<file path="src/hdl/udp_ipv4_frame_builder_top_assert.svh">
// Assertion macros shared by the frame builder modules.
`ifndef UDP_IPV4_FRAME_BUILDER_TOP_ASSERT_SVH
`define UDP_IPV4_FRAME_BUILDER_TOP_ASSERT_SVH

// Same-cycle implication, checked out of reset.
`define UFB_ASSERT_IMPLY(label, clk, rst_n, ante, cons) \
    label: assert property (@(posedge clk) disable iff (!(rst_n)) (ante) |-> (cons)) \
        else $error("ufb assertion failed");

// Next-cycle implication, checked out of reset.
`define UFB_ASSERT_NEXT(label, clk, rst_n, ante, cons) \
    label: assert property (@(posedge clk) disable iff (!(rst_n)) (ante) |=> (cons)) \
        else $error("ufb assertion failed");

`endif

</file>
<file path="src/hdl/ufb_pkg.sv">
// Types and constants of the UDP/IPv4 frame builder.
`timescale 1ns / 1ps
`default_nettype none

package ufb_pkg;

    localparam logic [15:0] ETHERTYPE_IPV4 = 16'h0800;
    localparam logic [7:0]  IP_VER_IHL     = 8'h45;
    localparam logic [7:0]  IP_TOS         = 8'h00;
    localparam logic [15:0] IP_TOTAL_LEN   = 16'd36;
    localparam logic [7:0]  PROTO_UDP      = 8'd17;
    localparam logic [15:0] UDP_TOTAL_LEN  = 16'd16;
    localparam logic [15:0] CSUM_ZERO_SUB  = 16'hFFFF;

    localparam logic [15:0] RST_UDP_SRC_PORT = 16'd6000;
    localparam logic [15:0] RST_UDP_DST_PORT = 16'd6666;
    localparam logic [7:0]  RST_TTL          = 8'd64;

    localparam logic [2:0] LAST_BEAT  = 3'd6;
    localparam logic [3:0] BYTES_FULL = 4'd8;
    localparam logic [3:0] BYTES_TAIL = 4'd2;

    typedef enum logic [2:0] {
        CFG_DEST_MAC   = 3'd0,
        CFG_SOURCE_MAC = 3'd1,
        CFG_SOURCE_IP  = 3'd2,
        CFG_DEST_IP    = 3'd3,
        CFG_UDP_SPORT  = 3'd4,
        CFG_UDP_DPORT  = 3'd5,
        CFG_TTL        = 3'd6
    } t_cfg_idx;

    // Header fields the user keeps fixed while frames are built; the block does not enforce it.
    typedef struct packed {
        logic [47:0] dest_mac;
        logic [47:0] source_mac;
        logic [31:0] source_ip;
        logic [31:0] dest_ip;
        logic [15:0] udp_sport;
        logic [15:0] udp_dport;
        logic [7:0]  ttl;
        logic [15:0] ip_csum;
    } t_hdr_cfg;

endpackage

`default_nettype wire

</file>
<file path="src/hdl/ufb_front.sv">
// Front end: accepts send timestamps into a small request queue.
`timescale 1ns / 1ps
`default_nettype none

`include "udp_ipv4_frame_builder_top_assert.svh"

module ufb_front #(
    parameter int DEPTH = 2
) (
    input  wire logic        i_clk,
    input  wire logic        i_rst_n,
    input  wire logic        push,
    output logic             full,
    input  wire logic [63:0] i_send_time,
    output logic             o_q_valid,
    input  wire logic        i_q_ready,
    output logic [63:0]      o_q_time
);

    localparam int PW = (DEPTH > 1) ? $clog2(DEPTH) : 1;
    localparam int CW = $clog2(DEPTH + 1);

    logic [63:0]   r_mem [DEPTH];
    logic [PW-1:0] r_wr, n_wr;
    logic [PW-1:0] r_rd, n_rd;
    logic [CW-1:0] r_cnt, n_cnt;
    logic          wr_en;
    logic          rd_en;

    assign full      = (r_cnt == CW'(DEPTH));
    assign o_q_valid = (r_cnt != '0);
    assign o_q_time  = r_mem[r_rd];
    assign wr_en     = push && !full;
    assign rd_en     = o_q_valid && i_q_ready;

    always_comb begin
        n_wr  = r_wr;
        n_rd  = r_rd;
        n_cnt = r_cnt;
        if (wr_en) begin
            n_wr = (r_wr == PW'(DEPTH - 1)) ? '0 : r_wr + 1'b1;
        end
        if (rd_en) begin
            n_rd = (r_rd == PW'(DEPTH - 1)) ? '0 : r_rd + 1'b1;
        end
        case ({wr_en, rd_en})
            2'b10:   n_cnt = r_cnt + 1'b1;
            2'b01:   n_cnt = r_cnt - 1'b1;
            default: n_cnt = r_cnt;
        endcase
    end

    always_ff @(posedge i_clk) begin
        if (!i_rst_n) begin
            r_wr  <= '0;
            r_rd  <= '0;
            r_cnt <= '0;
        end else begin
            r_wr  <= n_wr;
            r_rd  <= n_rd;
            r_cnt <= n_cnt;
        end
    end

    always_ff @(posedge i_clk) begin
        if (wr_en) begin
            r_mem[r_wr] <= i_send_time;
        end
    end

    `UFB_ASSERT_NEXT(a_cnt_up, i_clk, i_rst_n, wr_en && !rd_en, r_cnt == $past(r_cnt) + 1'b1)
    `UFB_ASSERT_IMPLY(a_ptr_gap, i_clk, i_rst_n, r_cnt == '0, r_wr == r_rd)

endmodule

`default_nettype wire

</file>
<file path="src/hdl/ufb_back.sv">
// Back end: walks the seven beats of a frame into the output register.
`timescale 1ns / 1ps
`default_nettype none

`include "udp_ipv4_frame_builder_top_assert.svh"

module ufb_back (
    input  wire logic              i_clk,
    input  wire logic              i_rst_n,
    input  wire ufb_pkg::t_hdr_cfg i_cfg,
    input  wire logic              i_q_valid,
    output logic                   o_q_ready,
    input  wire logic [63:0]       i_q_time,
    output logic                   empty,
    input  wire logic              pop,
    output logic [63:0]            o_frame_word,
    output logic [3:0]             o_valid_bytes,
    output logic                   o_last_beat
);

    logic        r_busy, n_busy;
    logic [2:0]  r_beat, n_beat;
    logic [63:0] r_time;
    logic        r_out_valid, n_out_valid;
    logic [63:0] r_word;
    logic [3:0]  r_vb;
    logic        r_last;

    logic        advance;
    logic        last_adv;
    logic        load;
    logic [63:0] beat_word;
    logic [63:0] t;

    assign advance   = r_busy && (!r_out_valid || pop);
    assign last_adv  = advance && (r_beat == ufb_pkg::LAST_BEAT);
    assign o_q_ready = !r_busy || last_adv;
    assign load      = i_q_valid && o_q_ready;
    assign t         = r_time;

    always_comb begin
        unique case (r_beat)
            3'd0: beat_word = {i_cfg.dest_mac, i_cfg.source_mac[47:32]};
            3'd1: beat_word = {i_cfg.source_mac[31:0], ufb_pkg::ETHERTYPE_IPV4,
                               ufb_pkg::IP_VER_IHL, ufb_pkg::IP_TOS};
            3'd2: beat_word = {ufb_pkg::IP_TOTAL_LEN, 16'h0000, 16'h0000,
                               i_cfg.ttl, ufb_pkg::PROTO_UDP};
            3'd3: beat_word = {i_cfg.ip_csum, i_cfg.source_ip, i_cfg.dest_ip[31:16]};
            3'd4: beat_word = {i_cfg.dest_ip[15:0], i_cfg.udp_sport, i_cfg.udp_dport,
                               ufb_pkg::UDP_TOTAL_LEN};
            // payload goes out least significant byte first
            3'd5: beat_word = {16'h0000, t[7:0], t[15:8], t[23:16], t[31:24],
                               t[39:32], t[47:40]};
            3'd6: beat_word = {t[55:48], t[63:56], 48'h0};
            default: beat_word = '0;
        endcase
    end

    always_comb begin
        n_busy      = r_busy;
        n_beat      = r_beat;
        n_out_valid = r_out_valid;
        if (advance) begin
            n_beat      = r_beat + 1'b1;
            n_out_valid = 1'b1;
        end else if (pop) begin
            n_out_valid = 1'b0;
        end
        if (last_adv) begin
            n_busy = 1'b0;
        end
        // take the next timestamp in the same cycle the last beat leaves
        if (load) begin
            n_busy = 1'b1;
            n_beat = '0;
        end
    end

    always_ff @(posedge i_clk) begin
        if (!i_rst_n) begin
            r_busy      <= 1'b0;
            r_beat      <= '0;
            r_out_valid <= 1'b0;
        end else begin
            r_busy      <= n_busy;
            r_beat      <= n_beat;
            r_out_valid <= n_out_valid;
        end
    end

    always_ff @(posedge i_clk) begin
        if (load) begin
            r_time <= i_q_time;
        end
        if (advance) begin
            r_word <= beat_word;
            r_vb   <= (r_beat == ufb_pkg::LAST_BEAT) ? ufb_pkg::BYTES_TAIL
                                                     : ufb_pkg::BYTES_FULL;
            r_last <= (r_beat == ufb_pkg::LAST_BEAT);
        end
    end

    assign empty         = !r_out_valid;
    assign o_frame_word  = r_word;
    assign o_valid_bytes = r_vb;
    assign o_last_beat   = r_last;

    `UFB_ASSERT_IMPLY(a_tail_bytes, i_clk, i_rst_n, r_out_valid && r_last, r_vb == ufb_pkg::BYTES_TAIL)
    `UFB_ASSERT_IMPLY(a_beat_range, i_clk, i_rst_n, r_busy, r_beat <= ufb_pkg::LAST_BEAT)
    `UFB_ASSERT_NEXT(a_frame_done, i_clk, i_rst_n, last_adv && !i_q_valid, !r_busy && r_last)

endmodule

`default_nettype wire

</file>
<file path="src/hdl/udp_ipv4_frame_builder_top.sv">
// Top level of the UDP/IPv4 frame builder: configuration, checksum, front and back.
//
//  Channel   Handshake                      Payload
//  request   push / full                    i_send_time
//  frame     empty / pop                    o_frame_word, o_valid_bytes, o_last_beat
//  config    i_cfg_valid / o_cfg_ready      i_cfg_index, i_cfg_data
//
// Each request yields seven beats, one per cycle while pop keeps up, and frames follow
// each other without a gap. A taken request passes the queue memory and the back end's
// time register before its first beat is registered into the output word.
// Reset is synchronous and active low; it empties the queue and loads register defaults.
// pop low holds the output register and stalls the back end; the request queue then
// fills and full rises. Configuration writes are always taken.
`timescale 1ns / 1ps
`default_nettype none

module udp_ipv4_frame_builder_top #(
    parameter int QUEUE_DEPTH = 2
) (
    input  wire logic        i_clk,
    input  wire logic        i_rst_n,
    input  wire logic        push,
    output logic             full,
    input  wire logic [63:0] i_send_time,
    output logic             empty,
    input  wire logic        pop,
    output logic [63:0]      o_frame_word,
    output logic [3:0]       o_valid_bytes,
    output logic             o_last_beat,
    input  wire logic        i_cfg_valid,
    output logic             o_cfg_ready,
    input  wire logic [2:0]  i_cfg_index,
    input  wire logic [63:0] i_cfg_data
);

    logic [47:0] r_dest_mac;
    logic [47:0] r_source_mac;
    logic [31:0] r_source_ip;
    logic [31:0] r_dest_ip;
    logic [15:0] r_udp_sport;
    logic [15:0] r_udp_dport;
    logic [7:0]  r_ttl;
    logic [15:0] r_csum;
    logic [15:0] n_csum;

    logic [19:0] sum;
    logic [16:0] fold1;
    logic [16:0] fold2;
    logic [15:0] inv;

    ufb_pkg::t_hdr_cfg hdr_cfg;

    logic        q_valid;
    logic        q_ready;
    logic [63:0] q_time;

    assign o_cfg_ready = 1'b1;

    always_ff @(posedge i_clk) begin
        if (!i_rst_n) begin
            r_dest_mac   <= '0;
            r_source_mac <= '0;
            r_source_ip  <= '0;
            r_dest_ip    <= '0;
            r_udp_sport  <= ufb_pkg::RST_UDP_SRC_PORT;
            r_udp_dport  <= ufb_pkg::RST_UDP_DST_PORT;
            r_ttl        <= ufb_pkg::RST_TTL;
        end else if (i_cfg_valid && o_cfg_ready) begin
            unique case (ufb_pkg::t_cfg_idx'(i_cfg_index))
                ufb_pkg::CFG_DEST_MAC:   r_dest_mac   <= i_cfg_data[47:0];
                ufb_pkg::CFG_SOURCE_MAC: r_source_mac <= i_cfg_data[47:0];
                ufb_pkg::CFG_SOURCE_IP:  r_source_ip  <= i_cfg_data[31:0];
                ufb_pkg::CFG_DEST_IP:    r_dest_ip    <= i_cfg_data[31:0];
                ufb_pkg::CFG_UDP_SPORT:  r_udp_sport  <= i_cfg_data[15:0];
                ufb_pkg::CFG_UDP_DPORT:  r_udp_dport  <= i_cfg_data[15:0];
                ufb_pkg::CFG_TTL:        r_ttl        <= i_cfg_data[7:0];
                default: ; // drop writes beyond the register list
            endcase
        end
    end

    // IPv4 header checksum; only the registers vary, the rest are constant words
    always_comb begin
        sum = 20'({ufb_pkg::IP_VER_IHL, ufb_pkg::IP_TOS})
            + 20'(ufb_pkg::IP_TOTAL_LEN)
            + 20'({r_ttl, ufb_pkg::PROTO_UDP})
            + 20'(r_source_ip[31:16]) + 20'(r_source_ip[15:0])
            + 20'(r_dest_ip[31:16])   + 20'(r_dest_ip[15:0]);
        fold1  = 17'(sum[19:16]) + 17'(sum[15:0]);
        fold2  = 17'(fold1[16]) + 17'(fold1[15:0]);
        inv    = ~fold2[15:0];
        n_csum = (inv == 16'h0000) ? ufb_pkg::CSUM_ZERO_SUB : inv;
    end

    always_ff @(posedge i_clk) begin
        r_csum <= n_csum;
    end

    always_comb begin
        hdr_cfg.dest_mac   = r_dest_mac;
        hdr_cfg.source_mac = r_source_mac;
        hdr_cfg.source_ip  = r_source_ip;
        hdr_cfg.dest_ip    = r_dest_ip;
        hdr_cfg.udp_sport  = r_udp_sport;
        hdr_cfg.udp_dport  = r_udp_dport;
        hdr_cfg.ttl        = r_ttl;
        hdr_cfg.ip_csum    = r_csum;
    end

    ufb_front #(
        .DEPTH (QUEUE_DEPTH)
    ) u_front (
        .i_clk       (i_clk),
        .i_rst_n     (i_rst_n),
        .push        (push),
        .full        (full),
        .i_send_time (i_send_time),
        .o_q_valid   (q_valid),
        .i_q_ready   (q_ready),
        .o_q_time    (q_time)
    );

    ufb_back u_back (
        .i_clk         (i_clk),
        .i_rst_n       (i_rst_n),
        .i_cfg         (hdr_cfg),
        .i_q_valid     (q_valid),
        .o_q_ready     (q_ready),
        .i_q_time      (q_time),
        .empty         (empty),
        .pop           (pop),
        .o_frame_word  (o_frame_word),
        .o_valid_bytes (o_valid_bytes),
        .o_last_beat   (o_last_beat)
    );

endmodule

`default_nettype wire

</file>
<file path="config.mk">
export PLATFORM = sky130hd
export DESIGN_NAME = udp_ipv4_frame_builder_top
export DESIGN_NICKNAME = d
export VERILOG_FILES = /design/src/hdl/ufb_pkg.sv /design/src/hdl/ufb_front.sv /design/src/hdl/ufb_back.sv /design/src/hdl/udp_ipv4_frame_builder_top.sv
export VERILOG_INCLUDE_DIRS = /design/src /design/src/hdl
export SDC_FILE = /design/constraint.sdc
export NUM_CORES = 1
export LEC_CHECK = 0
export BUFFER_PORTS_ARGS = -buffer_cell sky130_fd_sc_hd__buf_2
export CORE_MARGIN = 5
export CORE_UTILIZATION = 23
export DETAILED_ROUTE_END_ITERATION = 7
export HOLD_SLACK_MARGIN = 0.02
export PLACE_DENSITY = 0.45
export REMOVE_ABC_BUFFERS = 1
export SLEW_MARGIN = 15
export SYNTH_ARGS = -nofsm -noshare
export SYNTH_HDL_FRONTEND = slang
export SYNTH_SLANG_ARGS = --single-unit
</file>
<file path="constraint.sdc">
create_clock -name i_clk -period 16.45 [get_ports i_clk]
set_input_delay 2.4675 -clock i_clk [delete_from_list [all_inputs] [get_ports i_clk]]
set_output_delay 2.4675 -clock i_clk [all_outputs]
set_load 0.005 [all_outputs]
</file>
==> impl_metrics.prom, run 1 <==
# TYPE chip_impl_metric gauge
chip_impl_metric{name="cts_sinks",unit=""} 483
chip_impl_metric{name="final_count_of_pins_violating_max_slew",unit=""} 0
chip_impl_metric{name="crit_fanout",unit=""} 15
chip_impl_info{name="grt_setup_unrepaired",value="false"} 1
chip_impl_metric{name="vias_per_cell",unit=""} 4.42
chip_impl_metric{name="power.static_leakage",unit="uW"} 0.00904
chip_impl_metric{name="ys_async_sr_fraction",unit="%"} 0
chip_impl_metric{name="floorplan.rows",unit=""} 112
chip_impl_metric{name="peakVddDrop",unit="uV"} 64.1
chip_impl_metric{name="final_layout_size_suffix_gt1_share",unit="%"} 18.0
chip_impl_info{name="holdPathEnd",value="r_dest_mac[24]"} 1
chip_impl_metric{name="power_density",unit="nW/um^2"} 134
chip_impl_metric{name="wire_length_of_the_first_global_routing_pass",unit="um"} 101000
chip_impl_metric{name="cts.clk_slew.worst_paths",unit="ns"} 0.06
chip_impl_metric{name="r2r_slack",unit="ns"} 6.89
chip_impl_metric{name="drtIter0Drc",unit=""} 1349
chip_impl_metric{name="chipHeight",unit="um"} 315
chip_impl_info{name="mostFrequentLayoutCell",value="sky130_fd_sc_hd__nand2_1"} 1
chip_impl_metric{name="hold_violation_count_in_the_final_report",unit=""} 0
chip_impl_metric{name="worstHoldPathCells",unit=""} 2
chip_impl_metric{name="number_of_standard_cells_after_synthesis",unit=""} 1941
chip_impl_info{name="clk_root_buffer_cell",value="sky130_fd_sc_hd__clkbuf_16"} 1
chip_impl_metric{name="worst_slew_pin_slew",unit="ns"} 1.23
chip_impl_metric{name="flow.area_growth_from_synthesis",unit="%"} 18.3
chip_impl_metric{name="synth-seq-cells",unit=""} 483
chip_impl_metric{name="die_area",unit="sq um"} 99300
chip_impl_metric{name="setup_viol_count_final",unit=""} 0
chip_impl_metric{name="io-pin-count",unit=""} 208
chip_impl_metric{name="post-route-min-period",unit="ns"} 9.56
chip_impl_info{name="r2r-start",value="r_dest_ip[6]"} 1
chip_impl_metric{name="drc_errors",unit=""} 0
chip_impl_metric{name="core_area",unit="sq um"} 92900
chip_impl_metric{name="max_freq",unit="GHz"} 0.105
chip_impl_metric{name="first_drt_pass_iteration_count",unit=""} 8
chip_impl_metric{name="ctsHtreeMaxLevel",unit=""} 2
chip_impl_metric{name="wl",unit="um"} 68300
chip_impl_info{name="path_common_cell",value="sky130_fd_sc_hd__inv_1"} 1
chip_impl_metric{name="final_core_utilization",unit="%"} 27.3
chip_impl_metric{name="yosysSeqAreaShare",unit="%"} 57.2
chip_impl_metric{name="slew_headroom",unit="%"} 17.6
chip_impl_metric{name="cts_buffers",unit=""} 49
chip_impl_info{name="cp-end-kind",value="flop"} 1
chip_impl_metric{name="arrival",unit="ns"} 10.08
chip_impl_info{name="status",value="complete, no violations"} 1
chip_impl_metric{name="syn_area_per_cell",unit="sq um"} 11.0
chip_impl_metric{name="cts_hold_buffers",unit=""} 0
chip_impl_metric{name="port_buffers",unit=""} 188
chip_impl_info{name="cts_tree",value="done"} 1
chip_impl_metric{name="synth.lib_cells_used.distinct",unit=""} 70
chip_impl_metric{name="grt_use_total",unit="%"} 13.5
chip_impl_metric{name="antenna_violating_nets_post_route",unit=""} 0
chip_impl_info{name="worst_hold_path_type",value="flop to flop"} 1
chip_impl_metric{name="final_nets",unit=""} 2311
chip_impl_metric{name="grt_max_degree",unit=""} 89
chip_impl_metric{name="worstSkewPairLatency",unit="ns"} 0.60
chip_impl_metric{name="globalplace.congestion",unit=""} 0.829
chip_impl_info{name="layout_common_cells",value="sky130_fd_sc_hd__nand2_1, sky130_fd_sc_hd__edfxtp_1, sky130_fd_sc_hd__dfxtp_1"} 1
chip_impl_metric{name="detail_route.wl_per_cell",unit="um"} 20.1
chip_impl_metric{name="setup_tns",unit="ns"} 0
chip_impl_metric{name="die_x",unit="um"} 315
chip_impl_metric{name="antenna_found_initial",unit=""} 27
chip_impl_info{name="cp_slowest_cell",value="sky130_fd_sc_hd__nor4_1"} 1
chip_impl_metric{name="synth_edf_count",unit=""} 258
chip_impl_metric{name="fin_skew",unit="ns"} 0.0239
chip_impl_metric{name="crit_path_max_incr_delay",unit="ns"} 0.63
chip_impl_metric{name="cts-root-to-sink-buffers",unit=""} 3
chip_impl_info{name="timing.setup.critical_path_class",value="flop to flop"} 1
chip_impl_metric{name="synthesis.area",unit="sq um"} 21400
chip_impl_metric{name="final_period_util",unit="%"} 58.1
chip_impl_info{name="worst_hold_startpoint",value="r_dest_mac[24]"} 1
chip_impl_metric{name="dp_hpwl",unit="um"} 45400
chip_impl_info{name="start_kind",value="flop"} 1
chip_impl_metric{name="via_count",unit=""} 15000
chip_impl_metric{name="start_util",unit="%"} 23.1
chip_impl_info{name="synth_ff_type",value="sky130_fd_sc_hd__edfxtp_1"} 1
chip_impl_metric{name="gr-total-overflow",unit=""} 0
chip_impl_metric{name="cts_resized",unit=""} 0
chip_impl_metric{name="timing.critical_path.required",unit="ns"} 16.97
chip_impl_metric{name="cap_violations",unit=""} 0
chip_impl_info{name="regToRegEndpoint",value="r_csum[15]"} 1
chip_impl_metric{name="ff2ff_path_depth",unit=""} 34
chip_impl_metric{name="synthesis.yosys.warnings",unit=""} 0
chip_impl_metric{name="cts_setup_buffers",unit=""} 0
chip_impl_metric{name="grt_pass1_vias",unit=""} 15400
## power by group
group	leakage, uW	total [uW]	internal, uW	switching (uW)
Sequential	0.00426	1590	1520	76.0
Clock	0.000774	1110	637	472
Combinational	0.00401	685	222	463
Total	0.00904	3390	2380	1010
## metrics by stage
stage / worst slack [ns] / hold WS (ns) / area, sq um / cells / total power [uW]
after global routing: 6.37 / 0.478 / 25300 / 3386 / 3550
after CTS: 6.77 / 0.464 / 25300 / 3381 / 3440
after global placement: 6.91 / 0.449 / 23700 / 3289 / 2310
after detailed placement: 6.82 / 0.455 / 23700 / 3289 / 2320
final: 6.89 / 0.463 / 25300 / 3393 / 3390
after floorplan: 8.92 / 0.438 / 21000 / 1828 / 1970
## worst max-delay path, delay by kind of cell (launching register included)
family          cells  cell delay [ns]
compound gates     10             2.20
xor+xnor            1             0.44
fa+ha+maj           7             2.83
buf+inv             5             0.39
flops               1             0.46
simple gates       11             3.14
## kinds of logic after synthesis
group | share of synthesized area, %
AND/OR/NAND/NOR | 11.9
flip-flops | 57.2
AO/OA/AOI/OAI | 14.8
buffers and inverters | 4.43
adder cells (fa/ha/maj) | 6.62
multiplexers | 3.50
XOR/XNOR | 1.54
other | 0.0351
## cells in the mapped netlist, drive strengths merged (8+ instances only)
cell	count	area share (%)
a21boi	190	6.7
a21oi	22	0.55
a222oi	39	1.8
a22oi	64	2.2
buf	12	0.36
clkbuf	102	1.8
dfxtp	225	21
edfxtp	258	36
fa	41	3.8
ha	47	2.7
inv	130	2.3
mux2	64	3.4
nand2	456	8.0
nand2b	8	0.23
nand3	38	0.89
nor2	36	0.63
nor2b	10	0.29
o211ai	9	0.36
o21ai	55	1.3
xnor2	27	1.1
xor2	9	0.40
## worst max-delay path by stage
| stage | cells after the start | from | slack, ns | to |
|---|---|---|---|---|
| 2_1_floorplan | 34 | r_source_ip[6] | 8.92 | r_csum[0] |
| 3_3_place_gp | 34 | r_dest_ip[6] | 6.91 | r_csum[15] |
| 3_5_place_dp | 34 | r_dest_ip[6] | 6.82 | r_csum[15] |
| 4_1_cts | 34 | r_dest_ip[6] | 6.77 | r_csum[15] |
| 5_1_grt | 34 | r_dest_ip[6] | 6.37 | r_csum[15] |
| 6_report | 34 | r_dest_ip[6] | 6.89 | r_csum[15] |
## final cells by class
type	instances	area, sq um
diodes	11	27.5
clock buffers	69	1390
clock inverters	23	184
fillers	9645	67600
inverters	130	488
multi-input cells	1215	8320
flip-flops and latches	483	12300
well taps	1254	1570
repair buffers	208	1110
## sequential cells by signal, summed over array words and instances (netlist names)
signal / cells
r_udp_dport: 16
u_back.o_frame_word: 64
u_front.r_rd: 1
u_back.r_beat: 3
u_front.r_wr: 1
u_back.r_time: 64
r_dest_mac: 48
r_source_mac: 48
r_udp_sport: 16
r_dest_ip: 32
u_back.r_out_valid: 1
u_back.r_busy: 1
r_source_ip: 32
u_back.o_valid_bytes: 2
r_csum: 16
u_front.r_cnt: 2
r_ttl: 8
u_front.r_mem: 128
## routing by layer
metal | global-route usage, % | up-vias | wire [um]
met1 | 17.2 | 7372 | 29300
met4 | 3.49 | 20 | 1470
met2 | 23.4 | 408 | 33300
met5 | 0 | - | 132
met3 | 2.90 | 103 | 4080
li1 | - | 7097 | -
No activity file was read; power rests on OpenSTA's default activity.
==> run 2, diff against run 1 <==
--- a/config.mk
+++ b/config.mk
@@ -11,7 +11,7 @@
 export CORE_UTILIZATION = 23
 export DETAILED_ROUTE_END_ITERATION = 7
 export HOLD_SLACK_MARGIN = 0.02
-export PLACE_DENSITY = 0.45
+export PLACE_DENSITY = 0.46
 export REMOVE_ABC_BUFFERS = 1
 export SLEW_MARGIN = 15
 export SYNTH_ARGS = -nofsm -noshare
==> constraint.sdc (replaced) <==
create_clock -name i_clk -period 8.7 [get_ports i_clk]
set_input_delay 1.305 -clock i_clk [delete_from_list [all_inputs] [get_ports i_clk]]
set_output_delay 1.305 -clock i_clk [all_outputs]
set_load 0.005 [all_outputs]
==> impl_metrics.prom, run 2 (synthesized netlist as in run 1, its figures left out) <==
# TYPE chip_impl_metric gauge
chip_impl_metric{name="port_buffers",unit=""} 188
chip_impl_metric{name="post-place-ws",unit="ns"} 0.376
chip_impl_metric{name="gr-total-overflow",unit=""} 0
chip_impl_metric{name="setup_slack_of_the_critical_path_after_layout",unit="ns"} 0.599
chip_impl_metric{name="via_count",unit=""} 15100
chip_impl_metric{name="vias_per_cell",unit=""} 4.42
chip_impl_info{name="clk_root_buffer_cell",value="sky130_fd_sc_hd__clkbuf_16"} 1
chip_impl_metric{name="place.detailed.instances",unit=""} 3306
chip_impl_metric{name="floorplan.rows",unit=""} 112
chip_impl_metric{name="final_count_of_pins_violating_max_slew",unit=""} 0
chip_impl_metric{name="placement.cell_area",unit="sq um"} 23800
chip_impl_info{name="layout_common_cells",value="sky130_fd_sc_hd__nand2_1, sky130_fd_sc_hd__edfxtp_1, sky130_fd_sc_hd__dfxtp_1"} 1
chip_impl_info{name="start_kind",value="flop"} 1
chip_impl_metric{name="power_density",unit="nW/um^2"} 252
chip_impl_metric{name="arrival",unit="ns"} 8.62
chip_impl_metric{name="antenna_violating_nets_post_route",unit=""} 0
chip_impl_metric{name="power.static_leakage",unit="uW"} 0.00909
chip_impl_metric{name="wl",unit="um"} 69500
chip_impl_metric{name="cts_resized",unit=""} 0
chip_impl_metric{name="core_area",unit="sq um"} 92900
chip_impl_metric{name="fin_skew",unit="ns"} 0.0170
chip_impl_metric{name="cts_setup_buffers",unit=""} 0
chip_impl_metric{name="final_layout_size_suffix_gt1_share",unit="%"} 18.7
chip_impl_info{name="mostFrequentLayoutCell",value="sky130_fd_sc_hd__nand2_1"} 1
chip_impl_metric{name="setup_viol_count_final",unit=""} 0
chip_impl_metric{name="timing.critical_path.required",unit="ns"} 9.22
chip_impl_metric{name="chipHeight",unit="um"} 315
chip_impl_metric{name="crit_fanout",unit=""} 15
chip_impl_info{name="worst_hold_path_type",value="flop to flop"} 1
chip_impl_metric{name="worst_slew_pin_slew",unit="ns"} 1.08
chip_impl_metric{name="max_freq",unit="GHz"} 0.123
chip_impl_info{name="largest-register",value="u_front.r_mem"} 1
chip_impl_metric{name="flip_flop_count_of_the_largest_register_after_layout",unit=""} 128
chip_impl_metric{name="first_drt_pass_iteration_count",unit=""} 6
chip_impl_metric{name="area_of_the_multi_input_gates",unit="sq um"} 8320
chip_impl_metric{name="flow.area_growth_from_synthesis",unit="%"} 18.8
chip_impl_metric{name="drtIter0Drc",unit=""} 1492
chip_impl_metric{name="final_cells",unit=""} 3409
chip_impl_metric{name="final_nets",unit=""} 2327
chip_impl_info{name="grt_setup_unrepaired",value="false"} 1
chip_impl_info{name="path_common_cell",value="sky130_fd_sc_hd__inv_1"} 1
chip_impl_metric{name="die_area",unit="sq um"} 99300
chip_impl_metric{name="start_util",unit="%"} 23.1
chip_impl_metric{name="hold_violation_count_in_the_final_report",unit=""} 0
chip_impl_metric{name="slew_headroom",unit="%"} 27.8
chip_impl_info{name="status",value="complete, no violations"} 1
chip_impl_metric{name="wire_length_of_the_first_global_routing_pass",unit="um"} 102000
chip_impl_metric{name="cap_violations",unit=""} 0
chip_impl_metric{name="final.fill_count",unit=""} 9680
chip_impl_metric{name="fin_area",unit="sq um"} 25400
chip_impl_metric{name="die_x",unit="um"} 315
chip_impl_metric{name="post-route-min-period",unit="ns"} 8.10
chip_impl_metric{name="final_period_util",unit="%"} 93.1
chip_impl_metric{name="cts_buffers",unit=""} 49
chip_impl_metric{name="cts.clk_slew.worst_paths",unit="ns"} 0.06
chip_impl_metric{name="cts_sinks",unit=""} 483
chip_impl_info{name="worst_path_dominant_cell_family",value="adder cells"} 1
chip_impl_metric{name="grt_use_total",unit="%"} 13.6
chip_impl_metric{name="setup_tns",unit="ns"} 0
chip_impl_metric{name="io-pin-count",unit=""} 208
chip_impl_metric{name="ctsHtreeMaxLevel",unit=""} 2
chip_impl_metric{name="ff_latch_area",unit="sq um"} 12300
chip_impl_metric{name="crit_buf_inv",unit=""} 7
chip_impl_info{name="cts_tree",value="done"} 1
chip_impl_metric{name="cts_hold_buffers",unit=""} 0
chip_impl_metric{name="crit_path_max_incr_delay",unit="ns"} 0.53
chip_impl_metric{name="antenna_found_initial",unit=""} 32
chip_impl_metric{name="peakVddDrop",unit="uV"} 135
chip_impl_info{name="cp-end-kind",value="flop"} 1
chip_impl_metric{name="cts-root-to-sink-buffers",unit=""} 3
chip_impl_metric{name="dp_hpwl",unit="um"} 46900
chip_impl_metric{name="drc_errors",unit=""} 0
chip_impl_metric{name="grt_pass1_vias",unit=""} 15300
chip_impl_info{name="cp_slowest_cell",value="sky130_fd_sc_hd__fa_1"} 1
chip_impl_metric{name="globalplace.congestion",unit=""} 0.847
chip_impl_metric{name="detail_route.wl_per_cell",unit="um"} 20.4
chip_impl_info{name="timing.setup.critical_path_class",value="flop to flop"} 1
chip_impl_metric{name="worstSkewPairLatency",unit="ns"} 0.59
chip_impl_metric{name="grt_max_degree",unit=""} 95
-- run 2: metrics by stage --
stage	total power (uW)	hold slack [ns]	util, %
2_1_floorplan	3720	0.438	-
3_3_place_gp	4390	0.448	25.7
3_5_place_dp	4400	0.459	25.7
4_1_cts	6520	0.467	27.3
5_1_grt	6710	0.487	27.4
6_report	6420	0.462	27.4
-- run 2: metal layers --
layer | part of all wire, % | GRT usage [%]
met1 | 42 | 17.2
met2 | 49 | 23.5
met3 | 6.8 | 3.12
met4 | 2.1 | 3.73
met5 | 0.28 | 0
-- run 2: worst min-delay path: stages, from the launching register on --
cell                       delay (ns)
sky130_fd_sc_hd__dfxtp_1         0.31
sky130_fd_sc_hd__nand2_1         0.04
sky130_fd_sc_hd__a21boi_0        0.06
-- run 2: layout make-up --
class                   instances  area share, %
diodes                         12          0.118
clock buffers                  68           5.34
clock inverters                23          0.831
inverters                     130           1.92
multi-input cells            1215           32.7
flip-flops and latches        483           48.2
well taps                    1254           6.17
repair buffers                224           4.77
-- run 2: report_power, final --
group,internal [uW],switching [uW]
clock network,1180,916
registers,2870,165
logic,414,866
-- run 2: path summary, 6_finish.rpt --
kind | from | endpoint | slack, ns | cells after the start
setup / recovery | r_source_ip[6] | r_csum[0] | 0.60 | 36
hold / removal | r_dest_mac[5] | r_dest_mac[5] | 0.46 | 2
setup reg to reg | r_source_ip[6] | r_csum[0] | 0.60 | 36
hold reg to reg | r_dest_mac[5] | r_dest_mac[5] | 0.46 | 2
